$ cat src/design/variant_candidate_inclusion_filter_defines.svh
// ---------------------------------------------------------------------------
// variant_candidate_inclusion_filter_defines
// Assertion macros for the variant candidate inclusion filter.
// ---------------------------------------------------------------------------
`ifndef VARIANT_CANDIDATE_INCLUSION_FILTER_DEFINES_SVH
`define VARIANT_CANDIDATE_INCLUSION_FILTER_DEFINES_SVH

`ifndef SYNTHESIS

// same-cycle implication
`define VCIF_ASSERT_IMPL(label, clk, rst, ante, cons) \
   label: assert property (@(posedge clk) disable iff (rst) (ante) |-> (cons)) \
      else $error("vcif assertion failed");

// next-cycle implication
`define VCIF_ASSERT_NEXT(label, clk, rst, ante, cons) \
   label: assert property (@(posedge clk) disable iff (rst) (ante) |=> (cons)) \
      else $error("vcif assertion failed");

`else

`define VCIF_ASSERT_IMPL(label, clk, rst, ante, cons)
`define VCIF_ASSERT_NEXT(label, clk, rst, ante, cons)

`endif

`endif

$ cat src/design/vcif_pkg.sv
// ---------------------------------------------------------------------------
// vcif_pkg
// Types and constants shared by the variant candidate inclusion filter.
// ---------------------------------------------------------------------------
package vcif_pkg;

   localparam int unsigned DEFAULT_MAX_OBS = 1023;

   localparam int QUALITY_W = 12;
   localparam int DEPTH_W   = 16;
   localparam int LENGTH_W  = 10;
   localparam int TOTAL_W   = 22;
   // wide enough for 20 * count and 9 * depth
   localparam int PROD_W    = 22;
   localparam int NUM_THRESH = 4;

   localparam logic [QUALITY_W-1:0] THRESH [NUM_THRESH] = '{
      12'd5, 12'd10, 12'd20, 12'd25
   };

   typedef enum logic [1:0] {
      KIND_SNP = 2'd0,
      KIND_INS = 2'd1,
      KIND_DEL = 2'd2,
      KIND_MNS = 2'd3
   } kind_type;

   typedef struct packed {
      logic fold;
      logic capture;
      logic compare;
      logic emit;
   } cmd_type;

   typedef struct packed {
      logic out_free;
   } status_type;

endpackage

$ cat src/design/vcif_req_if.sv
// ---------------------------------------------------------------------------
// vcif_req_if
// Observation channel: one beat carries one observation of a candidate.
// ---------------------------------------------------------------------------
interface vcif_req_if;
   import vcif_pkg::*;

   logic                 valid;
   logic                 ready;
   logic [QUALITY_W-1:0] quality;
   logic [1:0]           kind;
   logic [DEPTH_W-1:0]   depth;
   logic [LENGTH_W-1:0]  alt_length;
   logic [LENGTH_W-1:0]  ref_length;
   logic                 last;

   modport source (
      output valid, quality, kind, depth, alt_length, ref_length, last,
      input  ready
   );

   modport sink (
      input  valid, quality, kind, depth, alt_length, ref_length, last,
      output ready
   );
endinterface

$ cat src/design/vcif_rsp_if.sv
// ---------------------------------------------------------------------------
// vcif_rsp_if
// Decision channel: one beat carries the include bit of one candidate.
// ---------------------------------------------------------------------------
interface vcif_rsp_if;
   logic valid;
   logic ready;
   logic include_res;

   modport source (output valid, include_res, input ready);
   modport sink   (input valid, include_res, output ready);
endinterface

$ cat src/design/vcif_ctrl.sv
// ---------------------------------------------------------------------------
// vcif_ctrl
// Sequencer: takes observations, then runs compare and emit for the last one.
// ---------------------------------------------------------------------------
module vcif_ctrl (
   input  logic                 clock,
   input  logic                 reset,
   input  logic                 req_valid,
   input  logic                 req_last,
   output logic                 req_ready,
   input  vcif_pkg::status_type status,
   output vcif_pkg::cmd_type    cmd
);
   import vcif_pkg::*;

   typedef enum logic [2:0] {
      ST_RUN     = 3'b001,
      ST_COMPARE = 3'b010,
      ST_EMIT    = 3'b100
   } state_type;

   state_type state_ff, state_in;

   always_comb begin
      state_in    = state_ff;
      req_ready   = 1'b0;
      cmd         = '0;
      unique case (state_ff)
         ST_RUN: begin
            req_ready   = 1'b1;
            cmd.fold    = req_valid;
            cmd.capture = req_valid && req_last;
            if (req_valid && req_last) begin
               state_in = ST_COMPARE;
            end
         end
         ST_COMPARE: begin
            cmd.compare = 1'b1;
            state_in    = ST_EMIT;
         end
         ST_EMIT: begin
            // hold until the output register can take the decision
            if (status.out_free) begin
               cmd.emit = 1'b1;
               state_in = ST_RUN;
            end
         end
         default: begin
            state_in = ST_RUN;
         end
      endcase
   end

   always_ff @(posedge clock) begin
      if (reset) begin
         state_ff <= ST_RUN;
      end else begin
         state_ff <= state_in;
      end
   end
endmodule

$ cat src/design/vcif_dp.sv
// ---------------------------------------------------------------------------
// vcif_dp
// Datapath: observation statistics, rule compares and the result register.
// ---------------------------------------------------------------------------
module vcif_dp #(
   parameter int unsigned MAX_OBSERVATIONS = vcif_pkg::DEFAULT_MAX_OBS
) (
   input  logic                           clock,
   input  logic                           reset,
   input  vcif_pkg::cmd_type              cmd,
   input  logic [vcif_pkg::QUALITY_W-1:0] quality,
   input  logic [1:0]                     kind,
   input  logic [vcif_pkg::DEPTH_W-1:0]   depth,
   input  logic [vcif_pkg::LENGTH_W-1:0]  alt_length,
   input  logic [vcif_pkg::LENGTH_W-1:0]  ref_length,
   output vcif_pkg::status_type           status,
   output logic                           rsp_valid,
   input  logic                           rsp_ready,
   output logic                           include_res
);
   import vcif_pkg::*;

   localparam int CNT_W = $clog2(MAX_OBSERVATIONS + 1);
   localparam logic [CNT_W-1:0] CNT_MAX = CNT_W'(MAX_OBSERVATIONS);

   typedef struct packed {
      logic d_lt4;
      logic d_le15;
      logic d_le30;
      logic d_le60;
      logic n_eq1;
      logic n_gt1;
      logic n_ge3;
      logic n_ge5;
      logic s_ge20;
      logic s_gt100;
      logic s_gt150;
      logic c5_ge2;
      logic c5_x5_gt_d;
      logic c10_ge3;
      logic c10_x5_gt_d;
      logic c20_gt1;
      logic c20_gt3;
      logic c25_gt1;
      logic c25_gt2;
      logic top_snp_lo;
      logic top_snp_hi;
      logic top_gt_alt;
      logic alt_gt8;
      logic n20_gt_d9;
      logic n5_gt_d2;
      logic n20_gt_d7;
      logic n20_gt_d;
      logic ref_lt10;
   } flags_type;

   logic [CNT_W-1:0]     obs_count_ff, obs_count_in;
   logic [TOTAL_W-1:0]   total_ff, total_in;
   logic [QUALITY_W-1:0] best_ff [3];
   logic [QUALITY_W-1:0] best_in [3];
   logic [CNT_W-1:0]     at_least_ff [NUM_THRESH];
   logic [CNT_W-1:0]     at_least_in [NUM_THRESH];

   kind_type            kind_ff;
   logic [DEPTH_W-1:0]  depth_ff;
   logic [LENGTH_W-1:0] alt_ff;
   logic [LENGTH_W-1:0] ref_ff;

   flags_type flags_ff, flags_in;
   logic      rsp_valid_ff, rsp_valid_in;
   logic      include_ff, include_in;
   logic      decision;
   logic [TOTAL_W:0] sum_wide;

   logic [15:0]       n16, m5, m10, m20, m25;
   logic [PROD_W-1:0] d_ext;
   logic [15:0]       alt_x20;

   // statistics update for one observation
   always_comb begin
      obs_count_in = obs_count_ff;
      total_in     = total_ff;
      best_in      = best_ff;
      at_least_in  = at_least_ff;
      sum_wide     = {1'b0, total_ff} + (TOTAL_W + 1)'(quality);
      if (cmd.emit) begin
         obs_count_in = '0;
         total_in     = '0;
         best_in      = '{default: '0};
         at_least_in  = '{default: '0};
      end else if (cmd.fold) begin
         obs_count_in = (obs_count_ff == CNT_MAX) ? obs_count_ff : obs_count_ff + 1'b1;
         total_in     = sum_wide[TOTAL_W] ? '1 : sum_wide[TOTAL_W-1:0];
         for (int i = 0; i < NUM_THRESH; i++) begin
            if (quality >= THRESH[i] && at_least_ff[i] != CNT_MAX) begin
               at_least_in[i] = at_least_ff[i] + 1'b1;
            end
         end
         // sorted insert into the top three
         if (quality > best_ff[0]) begin
            best_in[2] = best_ff[1];
            best_in[1] = best_ff[0];
            best_in[0] = quality;
         end else if (quality > best_ff[1]) begin
            best_in[2] = best_ff[1];
            best_in[1] = quality;
         end else if (quality > best_ff[2]) begin
            best_in[2] = quality;
         end
      end
   end

   // rule compares, registered ahead of the selection
   always_comb begin
      n16     = 16'(obs_count_ff);
      m5      = 16'(at_least_ff[0]);
      m10     = 16'(at_least_ff[1]);
      m20     = 16'(at_least_ff[2]);
      m25     = 16'(at_least_ff[3]);
      d_ext   = PROD_W'(depth_ff);
      alt_x20 = 16'(alt_ff) * 16'd20;

      flags_in.d_lt4       = depth_ff < 16'd4;
      flags_in.d_le15      = depth_ff <= 16'd15;
      flags_in.d_le30      = depth_ff <= 16'd30;
      flags_in.d_le60      = depth_ff <= 16'd60;
      flags_in.n_eq1       = n16 == 16'd1;
      flags_in.n_gt1       = n16 > 16'd1;
      flags_in.n_ge3       = n16 >= 16'd3;
      flags_in.n_ge5       = n16 >= 16'd5;
      flags_in.s_ge20      = total_ff >= 22'd20;
      flags_in.s_gt100     = total_ff > 22'd100;
      flags_in.s_gt150     = total_ff > 22'd150;
      flags_in.c5_ge2      = m5 >= 16'd2;
      flags_in.c5_x5_gt_d  = PROD_W'(m5) * PROD_W'(5) > d_ext;
      flags_in.c10_ge3     = m10 >= 16'd3;
      flags_in.c10_x5_gt_d = PROD_W'(m10) * PROD_W'(5) > d_ext;
      flags_in.c20_gt1     = m20 > 16'd1;
      flags_in.c20_gt3     = m20 > 16'd3;
      flags_in.c25_gt1     = m25 > 16'd1;
      flags_in.c25_gt2     = m25 > 16'd2;
      flags_in.top_snp_lo  = best_ff[0] >= 12'd20 && best_ff[1] >= 12'd20;
      flags_in.top_snp_hi  = best_ff[0] >= 12'd30 && best_ff[1] >= 12'd25
                             && best_ff[2] >= 12'd20;
      flags_in.top_gt_alt  = 16'(best_ff[0]) > alt_x20;
      flags_in.alt_gt8     = alt_ff > 10'd8;
      flags_in.n20_gt_d9   = PROD_W'(n16) * PROD_W'(20) > d_ext * PROD_W'(9);
      flags_in.n5_gt_d2    = PROD_W'(n16) * PROD_W'(5) > d_ext * PROD_W'(2);
      flags_in.n20_gt_d7   = PROD_W'(n16) * PROD_W'(20) > d_ext * PROD_W'(7);
      flags_in.n20_gt_d    = PROD_W'(n16) * PROD_W'(20) > d_ext;
      flags_in.ref_lt10    = ref_ff < 10'd10;
   end

   // depth-banded rule selection
   always_comb begin
      decision = 1'b0;
      if (flags_ff.d_lt4) begin
         decision = flags_ff.n_gt1 || flags_ff.s_ge20 || kind_ff == KIND_DEL;
      end else begin
         unique case (kind_ff)
            KIND_SNP: begin
               if (flags_ff.d_le60) begin
                  if (!flags_ff.n_gt1)          decision = 1'b0;
                  else if (flags_ff.s_gt100)    decision = 1'b1;
                  else if (!flags_ff.c5_ge2)    decision = 1'b0;
                  else if (flags_ff.c5_x5_gt_d) decision = 1'b1;
                  else                          decision = flags_ff.top_snp_lo;
               end else begin
                  if (!flags_ff.n_ge3)           decision = 1'b0;
                  else if (flags_ff.s_gt150)     decision = 1'b1;
                  else if (!flags_ff.c10_ge3)    decision = 1'b0;
                  else if (flags_ff.c10_x5_gt_d) decision = 1'b1;
                  else                           decision = flags_ff.top_snp_hi;
               end
            end
            KIND_INS: begin
               if (flags_ff.n_eq1 && flags_ff.alt_gt8) decision = 1'b0;
               else if (flags_ff.d_le15) decision = flags_ff.n_gt1;
               else if (flags_ff.d_le30) decision = flags_ff.n20_gt_d9 || flags_ff.n_gt1;
               else if (flags_ff.d_le60) begin
                  if (flags_ff.n_eq1)         decision = 1'b0;
                  else if (flags_ff.n5_gt_d2) decision = 1'b1;
                  else if (!flags_ff.c25_gt1) decision = 1'b0;
                  else if (flags_ff.c25_gt2)  decision = 1'b1;
                  else                        decision = flags_ff.top_gt_alt;
               end else begin
                  if (flags_ff.n_eq1)          decision = 1'b0;
                  else if (flags_ff.n20_gt_d7) decision = 1'b1;
                  else if (!flags_ff.c20_gt1)  decision = 1'b0;
                  else if (flags_ff.c20_gt3)   decision = 1'b1;
                  else                         decision = flags_ff.top_gt_alt;
               end
            end
            KIND_DEL, KIND_MNS: begin
               decision = flags_ff.ref_lt10 ? (flags_ff.n_gt1 && flags_ff.n20_gt_d)
                                            : flags_ff.n_ge5;
            end
            default: begin
               decision = 1'b0;
            end
         endcase
      end
   end

   // result register
   always_comb begin
      rsp_valid_in = rsp_valid_ff;
      include_in   = include_ff;
      if (rsp_valid_ff && rsp_ready) begin
         rsp_valid_in = 1'b0;
      end
      if (cmd.emit) begin
         rsp_valid_in = 1'b1;
         include_in   = decision;
      end
   end

   assign status.out_free = !rsp_valid_ff || rsp_ready;
   assign rsp_valid       = rsp_valid_ff;
   assign include_res     = include_ff;

   always_ff @(posedge clock) begin
      if (reset) begin
         obs_count_ff <= '0;
         total_ff     <= '0;
         best_ff      <= '{default: '0};
         at_least_ff  <= '{default: '0};
         rsp_valid_ff <= 1'b0;
      end else begin
         obs_count_ff <= obs_count_in;
         total_ff     <= total_in;
         best_ff      <= best_in;
         at_least_ff  <= at_least_in;
         rsp_valid_ff <= rsp_valid_in;
      end
   end

   always_ff @(posedge clock) begin
      if (cmd.capture) begin
         kind_ff  <= kind_type'(kind);
         depth_ff <= depth;
         alt_ff   <= alt_length;
         ref_ff   <= ref_length;
      end
      if (cmd.compare) begin
         flags_ff <= flags_in;
      end
      include_ff <= include_in;
   end
endmodule

$ cat src/design/variant_candidate_inclusion_filter.sv
// ---------------------------------------------------------------------------
// variant_candidate_inclusion_filter
// Keeps or rejects a candidate variant from a run of its observations.
// ---------------------------------------------------------------------------
// Observations of one candidate arrive one beat each and are taken one per
// cycle while the block is collecting; each updates the observation count,
// the saturating quality sum, the sorted top three qualities and the
// threshold counts. The beat marked last is folded in the same way, then the
// block stops taking beats: a compare state registers the rule compares, and
// an emit state, once the output register is free, selects the depth-banded
// rule, loads the include bit into the output register and clears the
// statistics. Counts saturate at MAX_OBSERVATIONS.
module variant_candidate_inclusion_filter #(
   parameter int unsigned MAX_OBSERVATIONS = vcif_pkg::DEFAULT_MAX_OBS
) (
   input logic         clock,
   input logic         reset,
   vcif_req_if.sink    req_bus,
   vcif_rsp_if.source  rsp_bus
);
   import vcif_pkg::*;

`include "variant_candidate_inclusion_filter_defines.svh"

   cmd_type    cmd;
   status_type status;
   logic       req_ready;

   vcif_ctrl u_ctrl (
      .clock     (clock),
      .reset     (reset),
      .req_valid (req_bus.valid),
      .req_last  (req_bus.last),
      .req_ready (req_ready),
      .status    (status),
      .cmd       (cmd)
   );

   vcif_dp #(
      .MAX_OBSERVATIONS (MAX_OBSERVATIONS)
   ) u_dp (
      .clock       (clock),
      .reset       (reset),
      .cmd         (cmd),
      .quality     (req_bus.quality),
      .kind        (req_bus.kind),
      .depth       (req_bus.depth),
      .alt_length  (req_bus.alt_length),
      .ref_length  (req_bus.ref_length),
      .status      (status),
      .rsp_valid   (rsp_bus.valid),
      .rsp_ready   (rsp_bus.ready),
      .include_res (rsp_bus.include_res)
   );

   assign req_bus.ready = req_ready;

   // no new beat while a decision is in flight
   `VCIF_ASSERT_NEXT(a_stop_after_last, clock, reset, cmd.capture, !req_bus.ready)
   // a pending result is never overwritten
   `VCIF_ASSERT_IMPL(a_emit_only_free, clock, reset, cmd.emit, status.out_free)
   `VCIF_ASSERT_NEXT(a_emit_shows, clock, reset, cmd.emit, rsp_bus.valid)
   `VCIF_ASSERT_IMPL(a_cmd_exclusive, clock, reset, 1'b1,
      $onehot0({cmd.fold, cmd.compare, cmd.emit}))
endmodule
$ cat src/flat_wrapper.sv
// flat-port wrapper written by rule: the top's interface ports become plain ports
module variant_candidate_inclusion_filter_flat import vcif_pkg::*;
#(
   parameter int unsigned MAX_OBSERVATIONS = vcif_pkg::DEFAULT_MAX_OBS
)
  (clock, reset, req_bus_valid, req_bus_quality, req_bus_kind, req_bus_depth, req_bus_alt_length, req_bus_ref_length, req_bus_last, req_bus_ready, rsp_bus_valid, rsp_bus_include_res, rsp_bus_ready);
  vcif_req_if req_bus_i ();
  vcif_rsp_if rsp_bus_i ();
  input logic clock;
  input logic reset;
  input wire logic [$bits(req_bus_i.valid)-1:0] req_bus_valid;
  input wire logic [$bits(req_bus_i.quality)-1:0] req_bus_quality;
  input wire logic [$bits(req_bus_i.kind)-1:0] req_bus_kind;
  input wire logic [$bits(req_bus_i.depth)-1:0] req_bus_depth;
  input wire logic [$bits(req_bus_i.alt_length)-1:0] req_bus_alt_length;
  input wire logic [$bits(req_bus_i.ref_length)-1:0] req_bus_ref_length;
  input wire logic [$bits(req_bus_i.last)-1:0] req_bus_last;
  output wire logic [$bits(req_bus_i.ready)-1:0] req_bus_ready;
  output wire logic [$bits(rsp_bus_i.valid)-1:0] rsp_bus_valid;
  output wire logic [$bits(rsp_bus_i.include_res)-1:0] rsp_bus_include_res;
  input wire logic [$bits(rsp_bus_i.ready)-1:0] rsp_bus_ready;
  assign req_bus_i.valid = req_bus_valid;
  assign req_bus_i.quality = req_bus_quality;
  assign req_bus_i.kind = req_bus_kind;
  assign req_bus_i.depth = req_bus_depth;
  assign req_bus_i.alt_length = req_bus_alt_length;
  assign req_bus_i.ref_length = req_bus_ref_length;
  assign req_bus_i.last = req_bus_last;
  assign req_bus_ready = req_bus_i.ready;
  assign rsp_bus_valid = rsp_bus_i.valid;
  assign rsp_bus_include_res = rsp_bus_i.include_res;
  assign rsp_bus_i.ready = rsp_bus_ready;
  variant_candidate_inclusion_filter #(.MAX_OBSERVATIONS(MAX_OBSERVATIONS)) u_core (.clock(clock), .reset(reset), .req_bus(req_bus_i), .rsp_bus(rsp_bus_i));
endmodule
$ cat config.mk
export PLATFORM = sky130hd
export DESIGN_NAME = variant_candidate_inclusion_filter_flat
export DESIGN_NICKNAME = d
export VERILOG_FILES = /design/src/design/vcif_pkg.sv /design/src/design/vcif_req_if.sv /design/src/design/vcif_rsp_if.sv /design/src/design/vcif_ctrl.sv /design/src/design/vcif_dp.sv /design/src/design/variant_candidate_inclusion_filter.sv /design/src/flat_wrapper.sv
export VERILOG_INCLUDE_DIRS = /design/src /design/src/design
export SDC_FILE = /design/constraint.sdc
export NUM_CORES = 1
export LEC_CHECK = 0
export ABC_AREA = 0
export BUFFER_PORTS_ARGS = -buffer_cell sky130_fd_sc_hd__buf_2
export CAP_MARGIN = 20
export CORE_MARGIN = 5
export CORE_UTILIZATION = 58
export DETAILED_ROUTE_END_ITERATION = 16
export GPL_TIMING_DRIVEN = 0
export PLACE_DENSITY = 0.79
export SKIP_LAST_GASP = 1
export SYNTH_ARGS = -nofsm -noshare
export SYNTH_HDL_FRONTEND = slang
export SYNTH_SLANG_ARGS = --single-unit
$ cat constraint.sdc
create_clock -name clock -period 4 [get_ports clock]
set_input_delay 0.6 -clock clock [delete_from_list [all_inputs] [get_ports clock]]
set_output_delay 0.6 -clock clock [all_outputs]
set_load 0.05 [all_outputs]
* After elaboration in Yosys (flattened, before gate mapping)
Index checks and enable logic that the tools add are counted.
** Cells by class
- Add/subtract/negate cells :: 6
- Multiply operators :: 7
- Div/mod/pow operators :: 0
- $lt $le $gt $ge :: 37
- Eq/ne operators :: 14
- Shift operators :: 0
- Muxes and demuxes :: 39
- Bitwise logic cells :: 1
- Reductions and logical operators :: 31
** Operators with widths (count)
- greater-or-equal comparator 12 x 5 -> 1 bit (second input constant) :: 7
- multiplier 10 x 3 -> 13 bit (second input constant) :: 5
- adder 10 x 1 -> 10 bit (second input constant) :: 5
- != test 10 bit (second input constant) :: 4
- > comparator 12 bit :: 3
- two-way mux 12 bit :: 3
- > comparator 13 x 16 -> 1 bit :: 2
- greater-or-equal comparator 10 x 2 -> 1 bit (second input constant) :: 3
- > comparator 10 x 1 -> 1 bit (second input constant) :: 3
- two-way mux 1 bit :: 29
- two-way mux 24 bit :: 1
- adder 22 x 12 -> 23 bit :: 1
- greater-or-equal comparator 22 x 5 -> 1 bit (second input constant) :: 1
- > comparator 22 x 7 -> 1 bit (second input constant) :: 1
- > comparator 22 x 8 -> 1 bit (second input constant) :: 1
- two-way mux 22 bit :: 1
- > comparator 10 x 2 -> 1 bit (second input constant) :: 2
- > comparator 15 x 20 -> 1 bit :: 1
- multiplier 16 x 4 -> 20 bit (second input constant) :: 1
- > comparator 15 x 19 -> 1 bit :: 1
- multiplier 16 x 3 -> 19 bit (second input constant) :: 1
- AND reduction 2 bit :: 9
- > comparator 13 x 17 -> 1 bit :: 1
- > comparator 15 x 16 -> 1 bit :: 1
- other kinds (31) :: 48
** Storage, ports and cells
- Register bits after elaboration :: 179
- Latch bits :: 0
- Bits in writable memories :: 0
- Memory bits (read-only) :: 0
- Logic and storage cells :: 179
- Memories :: 0

* Logic depth before layout (Yosys ltp)
Gate-level depths: netlist of the first run.
- Depth in word-level cells :: 10
- Depth in mapped cells :: 19

* By module
From an unflattened synthesis of the first run, not the netlist that was laid out.
** Unflattened totals
- Cell total of the unflattened synthesis :: 1585
- Area total of the unflattened synthesis :: 14576.5 µm²
** By module, submodules not included
- vcif_dp :: instances 1, cells each 1571, area an instance 14418.8 µm², sequential area each 4164.0 µm²
- vcif_ctrl :: instances 1, cells each 14, area an instance 157.7 µm², sequential area each 60.1 µm²

* Worst setup path after synthesis of the first run
Ideal clock, no wire load.
- Path type :: register -> register
- From :: register u_core.u_dp.depth_ff[0]
- To :: register u_core.u_dp.flags_ff[2] (netlist name), data pin
- Data arrival time :: 3629 ps
- Path slack :: 195 ps
- Stages on the path, launching flop included :: 19
- Clock period less this slack :: 3805 ps
- Path through :: edfxtp_1 > fa_1 > ha_1 > inv_1 > fa_1 > nor2b_1 > o31a_1 > o21ai_0 > a21boi_1 > o2111ai_1 > a31oi_1 > xnor2_1 > ha_1 > and3_1 > nand4_1 > nor3_1 > nor3_1 > o21ai_0 > nor4_1
** RTL lines
- start: declaration :: line vcif_dp.sv:65 : logic [DEPTH_W-1:0] depth_ff;
- start signal: assignment :: line vcif_dp.sv:241 : depth_ff <= depth;
- end signal: assignment :: line vcif_dp.sv:246 : flags_ff <= flags_in;
- end: declaration :: line vcif_dp.sv:69 : flags_type flags_ff, flags_in;

==> results of run 1 <==
==> cells in the final DEF, fill, tap and decap left out, drive strengths merged, types with 4 or more instances in the layout <==
cell	Yosys	routed
a211oi	16	16
a21boi	4	4
a21o	35	35
a21oi	147	147
a31oi	10	10
and2	7	7
and3	15	15
and4	4	4
buf	15	88
clkbuf	17	34
clkinv	0	6
dfxtp	112	112
edfxtp	66	66
fa	22	22
ha	276	276
inv	120	129
mux2i	8	8
nand2	81	81
nand2b	17	17
nand3	35	35
nand4	45	45
nor2	155	155
nor2b	24	24
nor3	59	59
nor4	29	29
o211ai	5	5
o21a	32	32
o21ai	101	101
o21bai	10	10
o221ai	5	5
or2	8	8
or3	16	16
or4	4	4
xnor2	44	44
xor2	42	42
==> final cells by class <==
class | instances | share of cell area [%]
sequential | 178 | 26.3
buffer | 32 | 0.848
clock buffer | 17 | 2.64
tap | 324 | 2.52
multi-input combinational | 1299 | 61.0
inverter | 120 | 2.80
clock inverter | 15 | 1.34
timing repair buffer | 73 | 2.58
==> per-stage QoR <==
| step | TNS (ps) | hold WS, ps | cell area (µm²) |
|---|---|---|---|
| 6_report | -249 | 325 | 16100 |
| 5_1_grt | -453 | 301 | 16100 |
| 4_1_cts | -308 | 314 | 16000 |
| 3_5_place_dp | -1190 | 487 | 15200 |
| 3_3_place_gp | -998 | 460 | 15200 |
| 2_1_floorplan | 0 | 432 | 14500 |
==> worst max-delay path by stage <==
stage	start	to	slack, ps
final	u_core.u_dp.depth_ff[2]	u_core.u_dp.flags_ff[2]	-250
after global routing	u_core.u_dp.depth_ff[1]	u_core.u_dp.flags_ff[2]	-450
after CTS	u_core.u_dp.depth_ff[1]	u_core.u_dp.flags_ff[2]	-310
after detailed placement	u_core.u_dp.depth_ff[0]	u_core.u_dp.flags_ff[2]	-1010
after global placement	u_core.u_dp.depth_ff[0]	u_core.u_dp.flags_ff[2]	-1000
after floorplan	u_core.u_dp.depth_ff[0]	u_core.u_dp.flags_ff[2]	200
==> cells by family after synthesis <==
group                      after synthesis  synth area share, %
AOI/OAI and AO/OA                      400                 16.9
xor gates and xnor gates                86                 5.19
adders and majority gates              298                 26.8
buffers and inverters                  152                 4.05
DFF                                    178                 29.1
muxes                                    8                0.552
and+or+nand+nor                        507                 17.3
==> sequential cells by signal (all words and copies together) (netlist names) <==
register / count
u_core.u_dp.best_ff: 36
u_core.u_dp.depth_ff: 16
u_core.u_dp.obs_count_ff: 10
u_core.u_dp.at_least_ff: 40
u_core.u_dp.ref_ff: 9
u_core.u_dp.total_ff: 22
u_core.u_dp.flags_ff: 28
u_core.u_dp.include_res: 1
u_core.u_ctrl.state_ff: 3
u_core.u_dp.kind_ff: 2
u_core.u_dp.alt_ff: 10
u_core.u_dp.rsp_valid: 1
==> report_power, final <==
part / switching, µW / internal (µW)
Clock: 928 / 878
Sequential: 107 / 1980
Combinational: 787 / 561
Total: 1820 / 3420
==> repair_timing <==
item                                    4_1_cts  5_1_grt
pin swaps                                     9        8
resized for setup                            15       22
setup buffers                                13        3
endpoints found under the setup margin        3        5
==> routing by layer <==
layer	wire (µm)	vias to the layer above
li1	-	6124
met1	15900	5962
met2	17700	404
met3	1910	106
met4	1280	0
met5	0	-
==> flow_summary_export.csv, run 1 <==
group,metric,value,unit
power_and_ir_drop,totalPowerFinal,5240,µW
worst_hold_path,min_to,"u_core.u_dp.depth_ff[10]",
logic_synthesis,synth-seq-area-share,29.1,%
flow_run,maxCapViolCount,0,
worst_setup_path,timing.rr.start,"u_core.u_dp.depth_ff[2]",
timing,rsz0062_at_grt,"yes",
floorplanning,die_h,168,µm
timing,tightest_slew,1040,ps
power_and_ir_drop,irDropWorstVdd,0.229,mV
logic_synthesis,post-synth-top-count-cell,"ha_1",
global_routing,busiest_layer,"met2",
cts,cts_max_level,4,
placement,place_ws,-1010,ps
cells_and_area,synthToLayoutAreaGrowth,10.9,%
cts,cts_tree,"yes",
worst_hold_path,whs_path_depth,1,
power_and_ir_drop,leakage,0.00713,µW
timing,period_share,106,%
route,wl,36800,µm
worst_setup_path,crit_buf_inv,1,
cells_and_area,fin_nets,2074,
worst_setup_path,cp_top_family,"compound AO/OA/AOI/OAI gates",
worst_setup_path,crit_path_max_incr_delay,490,ps
timing,drv_slew,0,
global_routing,first_global_vias,12514,
worst_setup_path,worst_setup_path_start_kind,"register",
cts,clock_latency,450,ps
cts,clk_pin_slew_worst_paths,80,ps
floorplanning,die_w,168,µm
route,vias,12596,
power_and_ir_drop,p_per_area,326,nW/µm²
cts,cts_sinks,178,
cells_and_area,final_util,65.8,%
global_routing,grt_overflow,0,
route,wl_per_cell,17.9,µm
cts,cts.path.max_buffers,2,
worst_setup_path,cp.depth,16,
timing,finalSetupViolations,1,
logic_synthesis,yosys-top-cells-count,"ha_1 (276), nor2_1 (155), a21oi_1 (147), inv_1 (120), dfxtp_1 (112)",
worst_setup_path,path_cells,"buf_4 > fa_1 > ha_1 > nor2b_1 > o31a_1 > o21ai_2 > a21boi_2 > o2111ai_2 > a31oi_2 > xnor2_1 > ha_1 > and3_1 > nand4_1 > o21ai_1 > o21ai_2 > nor4_4",
logic_synthesis,synthTopCellsByArea,"ha_1 (24%), dfxtp_1 (15%), edfxtp_1 (14%), a21oi_1 (5.1%), nor2_1 (4.0%)",
logic_synthesis,yosysTopAreaCell,"ha_1",
cells_and_area,fillers,1960,
global_routing,grt_pass1_wl,61100,µm
timing,fmax,235,MHz
logic_synthesis,synth.distinct_cells,71,
placement,post-place-cells,2010,
floorplanning,die_area,28300,µm²
cts,holdBufCountCts,0,
cts,cts-root-buf,"clkbuf_16",
placement,numPortBuffers,56,
global_routing,grt_max_degree,39,
worst_setup_path,critPathCaptureType,"register",
worst_setup_path,rr_endpoint,"u_core.u_dp.flags_ff[2]",
global_routing,grtUsageMet1,33.2,%
logic_synthesis,ys_warn_count,0,
worst_setup_path,path_max_fanout,5,
worst_setup_path,crit_slowest_cell,"fa_1",
timing,maxSlewHeadroom,30.4,%
route,ant_nets,0,
timing,timing.final.ws_setup,-249,ps
floorplanning,pin_count,58,
worst_setup_path,critPathKind,"register to register",
global_routing,track_usage,26.0,%
logic_synthesis,synthArstFlopShare,0,%
placement,hpwl,27300,µm
cts,cts_buffers,17,
global_routing,grtUsageMet3,3.49,%
run_status,status,"finished, violations left",
cells_and_area,regArea,4230,µm²
logic_synthesis,post_synth_inst_count,1629,
worst_hold_path,hp-class,"primary input to register",
route,drt_iter0_drc,952,
logic_synthesis,ys_seq_elements,178,
worst_setup_path,worst_ep_required_time,4230,ps
worst_setup_path,r2r_cells,16,
timing,final-hold-violation-count,0,
floorplanning,start_util,59.3,%
worst_setup_path,cp.arrival,4480,ps
logic_synthesis,synth-edff-count,66,
cells_and_area,diodes,0,
cells_and_area,final_cells,2058,
route,drc,0,
floorplanning,num_rows,57,
global_routing,use_met2,44.4,%
global_routing,antenna_found_initial,0,
placement,place.gp.congestion,0.900,
logic_synthesis,synthesis.area,14500,µm²
logic_synthesis,ys.flop_type,"dfxtp_1",
cells_and_area,multi_input_area,9810,µm²
cells_and_area,drive_gt1_share,9.28,%
run_status,violations,"setup timing",
logic_synthesis,syn_avg_cell_area,8.91,µm²
logic_synthesis,synth_top_area_share,23.8,%
route,routed_via_density,6.12,
timing,post-route-min-period,4250,ps
route,drt-pass1-iter-count,7,
worst_setup_path,regToRegSetupSlack,-250,ps
worst_hold_path,hold_path.startpoint,"req_bus_depth[10]",
floorplanning,coreArea,24500,µm²
logic_synthesis,synth_nets,1982,
timing,fin_skew,13.8,ps
No activity file was read; power rests on OpenSTA's default activity.
==> inputs of run 2 (changes only) <==
--- a/config.mk
+++ b/config.mk
@@ -12,7 +12,7 @@
 export CORE_MARGIN = 5
 export CORE_UTILIZATION = 58
 export DETAILED_ROUTE_END_ITERATION = 16
-export GPL_TIMING_DRIVEN = 0
+export GPL_TIMING_DRIVEN = 1
 export PLACE_DENSITY = 0.79
 export SKIP_LAST_GASP = 1
 export SYNTH_ARGS = -nofsm -noshare
==> run 2 against run 1 <==
Compared with the run above:
- the flow now finishes without violations
- combinational power about the same
- non-clock buffer count fell by 3
- routed wire length fell by 4.1%
- final cell count shrank 0.15%
==> flow_summary_export.csv, run 2 (synthesis results as in run 1) <==
group,metric,value,unit
cts,cts_sinks,178,
floorplanning,die_h,168,µm
route,vias,12501,
global_routing,grt_max_degree,44,
cells_and_area,fillers,1927,
cts,cts-root-buf,"clkbuf_16",
timing,tightest_slew,808,ps
cells_and_area,layout_common_cells,"ha_1 (275), nor2_1 (153), a21oi_1 (144)",
cts,clock_latency,450,ps
flow_run,maxCapViolCount,0,
timing,fmax,258,MHz
worst_setup_path,path_max_fanout,3,
route,drt-pass1-iter-count,6,
power_and_ir_drop,irDropWorstVdd,0.321,mV
cts,holdBufCountCts,0,
cts,cts_tree,"yes",
route,wl_per_cell,17.2,µm
worst_setup_path,cp.arrival,4080,ps
route,wl,35300,µm
floorplanning,coreArea,24500,µm²
worst_setup_path,critPathKind,"register to register",
cells_and_area,final_util,66.1,%
cells_and_area,diodes,0,
cts,cts_buffers,17,
run_status,status,"finished clean",
cells_and_area,regArea,4230,µm²
worst_setup_path,r2r_cells,16,
worst_setup_path,crit_buf_inv,1,
worst_setup_path,cp_top_family,"compound AO/OA/AOI/OAI gates",
global_routing,track_usage,24.5,%
cells_and_area,reg_top3,"u_core.u_dp.at_least_ff: 40 flops, u_core.u_dp.best_ff: 36 flops, u_core.u_dp.flags_ff: 28 flops",
power_and_ir_drop,p_per_area,324,nW/µm²
timing,period_share,97.1,%
timing,fin_skew,23.9,ps
floorplanning,pin_count,58,
worst_hold_path,hp-class,"primary input to register",
worst_setup_path,critPathCaptureType,"register",
timing,final-hold-violation-count,0,
timing,finalSetupViolations,0,
floorplanning,die_area,28300,µm²
floorplanning,die_w,168,µm
route,routed_via_density,6.08,
cells_and_area,drive_gt1_share,10.2,%
placement,place.gp.congestion,0.923,
timing,hold_ws,330,ps
cells_and_area,fin_nets,2071,
route,ant_nets,0,
timing,drv_slew,0,
cells_and_area,synthToLayoutAreaGrowth,11.4,%
global_routing,first_global_vias,12167,
placement,hpwl,25900,µm
worst_setup_path,worst_setup_path_start_kind,"register",
timing,post-route-min-period,3880,ps
floorplanning,num_rows,57,
cells_and_area,mostFrequentLayoutCell,"ha_1",
power_and_ir_drop,totalPowerFinal,5240,µW
cts,cts.path.max_buffers,2,
worst_setup_path,crit_path_max_incr_delay,500,ps
floorplanning,start_util,59.3,%
worst_setup_path,crit_slowest_cell,"fa_1",
global_routing,grt_pass1_wl,57600,µm
worst_setup_path,worstSetupEndpoint,"u_core.u_dp.flags_ff[2]",
cells_and_area,largest_register,"u_core.u_dp.at_least_ff",
cts,clk_pin_slew_worst_paths,80,ps
placement,numPortBuffers,56,
power_and_ir_drop,leakage,0.00720,µW
global_routing,antenna_found_initial,0,
route,drt_iter0_drc,838,
route,drc,0,
cells_and_area,multi_input_area,9790,µm²
cells_and_area,largest_register_ff_count,40,
timing,maxSlewHeadroom,45.9,%
worst_setup_path,rr_endpoint,"u_core.u_dp.flags_ff[2]",
worst_setup_path,regToRegSetupSlack,120,ps
worst_setup_path,worst_ep_required_time,4200,ps
worst_setup_path,cp.depth,16,
worst_setup_path,timing.rr.start,"u_core.u_dp.depth_ff[1]",
worst_setup_path,path_cells,"buf_4 > fa_1 > ha_1 > a211oi_1 > o21a_1 > o21ai_1 > and3_1 > o21a_1 > nor2_2 > xor2_1 > ha_1 > a21o_1 > a21oi_1 > o21ai_0 > o21ai_1 > nor4_1",
worst_setup_path,crit_path_start,"u_core.u_dp.depth_ff[1]",
cts,cts_max_level,4,
global_routing,grt_overflow,0,
run 2: report_power, final:
part           switching [µW]  internal (µW)
registers                 100           1980
logic                     785            585
clock network             875            916
total                    1760           3480
run 2: area by class of cell:
type | count | share of cell area [%]
Clock buffer | 17 | 2.63
Sequential cell | 178 | 26.2
Clock inverter | 15 | 1.27
Timing Repair Buffer | 102 | 4.09
Tap cell | 324 | 2.51
Inverter | 120 | 2.79
Multi-Input combinational cell | 1299 | 60.5
run 2: worst min path at each step:
stage / from / to / slack [ps] / cells past startpoint
floorplan: u_core.u_ctrl.state_ff[0] / u_core.u_ctrl.state_ff[2] / 430 / 1
global placement: u_core.u_ctrl.state_ff[0] / u_core.u_ctrl.state_ff[2] / 470 / 1
detailed placement: u_core.u_ctrl.state_ff[0] / u_core.u_ctrl.state_ff[2] / 480 / 1
CTS: req_bus_depth[10] / u_core.u_dp.depth_ff[10] / 310 / 1
global route: req_bus_depth[9] / u_core.u_dp.depth_ff[9] / 300 / 1
finish: req_bus_depth[8] / u_core.u_dp.depth_ff[8] / 330 / 1
run 2: per-layer routing:
metal	routed length (µm)	up-vias	GRT usage [%]
met3	2100	106	5.49
met5	0	-	0
met4	1340	0	9.81
met1	15400	5921	31.0
met2	16400	360	40.6
li1	-	6114	-
run 2: repair_timing:
item	4_1_cts	5_1_grt
setup endpoints to repair	2	5
resized for setup	11	21
pin swaps	16	15
buffers inserted	8	4
run 2: metrics by stage:
stage	TNS (ps)	setup slack, ps	cell area (µm²)	std cells
floorplan	0	195	14500	1629
global placement	0	50.0	15300	2010
detailed placement	-93.2	-93.2	15300	2010
CTS	-11.6	-11.6	16100	2050
global route	-18.3	-18.3	16200	2055
finish	0	117	16200	2055
==> inputs of run 3 (changes only) <==
--- a/config.mk
+++ b/config.mk
@@ -14,6 +14,7 @@
 export DETAILED_ROUTE_END_ITERATION = 16
 export GPL_TIMING_DRIVEN = 1
 export PLACE_DENSITY = 0.79
+export REMOVE_ABC_BUFFERS = 1
 export SKIP_LAST_GASP = 1
 export SYNTH_ARGS = -nofsm -noshare
 export SYNTH_HDL_FRONTEND = slang
==> run 3 against run 2 <==
Compared with the run above:
- combinational power is essentially flat
- register-to-register slack hardly changed
- largest cell class unchanged
- sequential share of layout area up 0.11 points
- critical endpoint unchanged
- non-clock buffer count decreased by 6
- clock-buffer cell count is the same
- highest routed layer is now met5
- clock power about the same
- sequential cell count unchanged
- worst hold slack got worse by 6.6 ps
- core utilization down 0.33 points
- sequential power about the same
- fmax up 0.30%
==> flow_summary_export.csv, run 3 (synthesis results as in run 1) <==
group,metric,value,unit
run_status,status,"finished clean",
power_and_ir_drop,leakage,0.00717,µW
power_and_ir_drop,switching_power,1750,µW
floorplanning,die_area,28300,µm²
cts,cts-root-buf,"clkbuf_16",
worst_setup_path,path_max_fanout,3,
power_and_ir_drop,p_int,3470,µW
route,ant_nets,0,
flow_run,maxCapViolCount,0,
cts,cts_buffers,17,
worst_setup_path,r2r_cells,18,
cts,cts.path.max_buffers,2,
worst_hold_path,min_to,"u_core.u_dp.ref_ff[9]",
cells_and_area,largest_register_ff_count,40,
floorplanning,pin_count,58,
cells_and_area,fin_nets,2065,
global_routing,track_usage,24.6,%
placement,post-place-cells,2007,
power_and_ir_drop,irDropWorstVdd,0.256,mV
route,wl_per_cell,17.2,µm
power_and_ir_drop,p_per_area,324,nW/µm²
placement,place_ws,-126,ps
worst_setup_path,path_cells,"fa_1 > ha_1 > inv_1 > fa_2 > nor2b_2 > o31a_1 > o21ai_2 > a21boi_2 > o2111ai_2 > a31oi_2 > xnor2_1 > ha_1 > and3_1 > nand4_1 > nor3_1 > nor3_1 > o21ai_1 > nor4_2",
power_and_ir_drop,power_frac_seq,39.7,%
power_and_ir_drop,p_clk_share,34.1,%
timing,finalSetupViolations,0,
floorplanning,die_h,168,µm
placement,place.gp.congestion,0.902,
worst_setup_path,critPathCaptureType,"register",
timing,timing.final.ws_setup,128,ps
timing,period_share,96.8,%
global_routing,grt_overflow,0,
power_and_ir_drop,comb_power_share,26.1,%
cells_and_area,fillers,1945,
floorplanning,coreArea,24500,µm²
global_routing,grt_pass1_wl,58000,µm
worst_setup_path,cp.depth,18,
placement,numPortBuffers,56,
worst_hold_path,hold_path.startpoint,"req_bus_ref_length[9]",
timing,final-hold-violation-count,0,
worst_setup_path,regToRegSetupSlack,130,ps
worst_hold_path,whs_path_depth,1,
timing,rsz0062_at_grt,"yes",
timing,post-route-min-period,3870,ps
route,wl,35100,µm
worst_setup_path,crit_buf_inv,1,
power_and_ir_drop,switching_share,33.6,%
cts,clk_pin_slew_worst_paths,80,ps
timing,fmax,258,MHz
timing,hold_ws,323,ps
cells_and_area,final_cells,2049,
floorplanning,die_w,168,µm
worst_setup_path,cp.arrival,4150,ps
worst_setup_path,rr_endpoint,"u_core.u_dp.flags_ff[2]",
cells_and_area,layout_common_cells,"ha_1 (276), nor2_1 (152), a21oi_1 (143)",
cts,clock_latency,450,ps
route,drc,0,
timing,drv_slew,0,
floorplanning,num_rows,57,
cells_and_area,drive_gt1_share,9.80,%
timing,tightest_slew,974,ps
route,drt_iter0_drc,912,
global_routing,first_global_vias,12049,
floorplanning,start_util,59.3,%
cts,cts_sinks,178,
cells_and_area,diodes,0,
cts,cts_max_level,4,
worst_setup_path,crit_slowest_cell,"fa_1",
cts,cts_tree,"yes",
worst_setup_path,timing.rr.start,"u_core.u_dp.depth_ff[1]",
worst_setup_path,worst_ep_required_time,4280,ps
cells_and_area,largest_register,"u_core.u_dp.at_least_ff",
timing,maxSlewHeadroom,34.9,%
worst_setup_path,worst_setup_path_start_kind,"register",
cells_and_area,synthToLayoutAreaGrowth,10.9,%
worst_hold_path,hp-class,"primary input to register",
worst_setup_path,critPathKind,"register to register",
route,routed_via_density,6.02,
global_routing,antenna_found_initial,1,
worst_setup_path,cp_top_family,"adder cells",
timing,fin_skew,17.2,ps
route,vias,12333,
worst_setup_path,crit_path_max_incr_delay,540,ps
route,drt-pass1-iter-count,7,
cells_and_area,mostFrequentLayoutCell,"ha_1",
global_routing,grt_max_degree,43,
placement,hpwl,25800,µm
cells_and_area,reg_top3,"u_core.u_dp.at_least_ff: 40 flops, u_core.u_dp.best_ff: 36 flops, u_core.u_dp.flags_ff: 28 flops",
power_and_ir_drop,totalPowerFinal,5220,µW
run 3: worst reg2reg max path: cells and delay by family (launching register included):
| kind | cells | cell delay, ps |
|---|---|---|
| buffers and inverters | 1 | 60 |
| DFF | 1 | 470 |
| AOI/OAI and AO/OA | 6 | 900 |
| xor gates and xnor gates | 1 | 160 |
| and+or+nand+nor | 6 | 780 |
| adders and majority gates | 4 | 1340 |
run 3: worst max path at each step:
stage,to,start
global placement,u_core.u_dp.flags_ff[2],u_core.u_dp.depth_ff[1]
CTS,u_core.u_dp.flags_ff[2],u_core.u_dp.depth_ff[2]
floorplan,u_core.u_dp.best_ff[0],u_core.u_ctrl.state_ff[2]
finish,u_core.u_dp.flags_ff[2],u_core.u_dp.depth_ff[1]
detailed placement,u_core.u_dp.flags_ff[2],u_core.u_dp.depth_ff[2]
global route,u_core.u_dp.flags_ff[2],u_core.u_dp.depth_ff[1]
run 3: repair_timing:
item,4_1_cts,5_1_grt
endpoints found under the setup margin,1,4
pin swaps,5,12
buffers inserted,5,5
hold buffers,0,0
gates resized for setup,7,22
endpoints found under the hold margin,0,0
gates cloned,0,0
run 3: final cells by class:
cell class              count  area, µm²  share of cell area [%]
well taps                 324        405                    2.52
clock buffers              17        425                    2.64
flip-flops and latches    178       4230                    26.3
multi-input cells        1299       9790                    60.9
inverters                 120        450                    2.80
repair buffers             96        581                    3.61
clock inverters            15        206                    1.28
run 3: layer usage:
metal  global-route usage [%]  share of wire, %  vias to the layer above
li1                         -                 -                     6097
met1                     32.9                45                     5811
met2                     41.1                47                      361
met3                     4.08               5.8                       62
met4                     7.20               1.9                        2
met5                        0             0.037                        -
run 3: through the flow:
stage               setup TNS (ps)  utilization (%)  area (µm²)
CTS                          -33.0             65.4       16000
floorplan                   -28400                -       14400
finish                           0             65.8       16100
global route                  -119             65.8       16100
global placement                 0             62.5       15300
detailed placement            -126             62.5       15300
run 3: power by group through the flow:
| stage | combinational, µW | sequential (µW) | clock, µW |
|---|---|---|---|
| after global placement | 1230 | 2110 | 0 |
| final | 1360 | 2070 | 1780 |
| after global routing | 1530 | 2090 | 1900 |
| after CTS | 1330 | 2070 | 1810 |
| after floorplan | 939 | 2090 | 0 |
| after detailed placement | 1290 | 2110 | 0 |
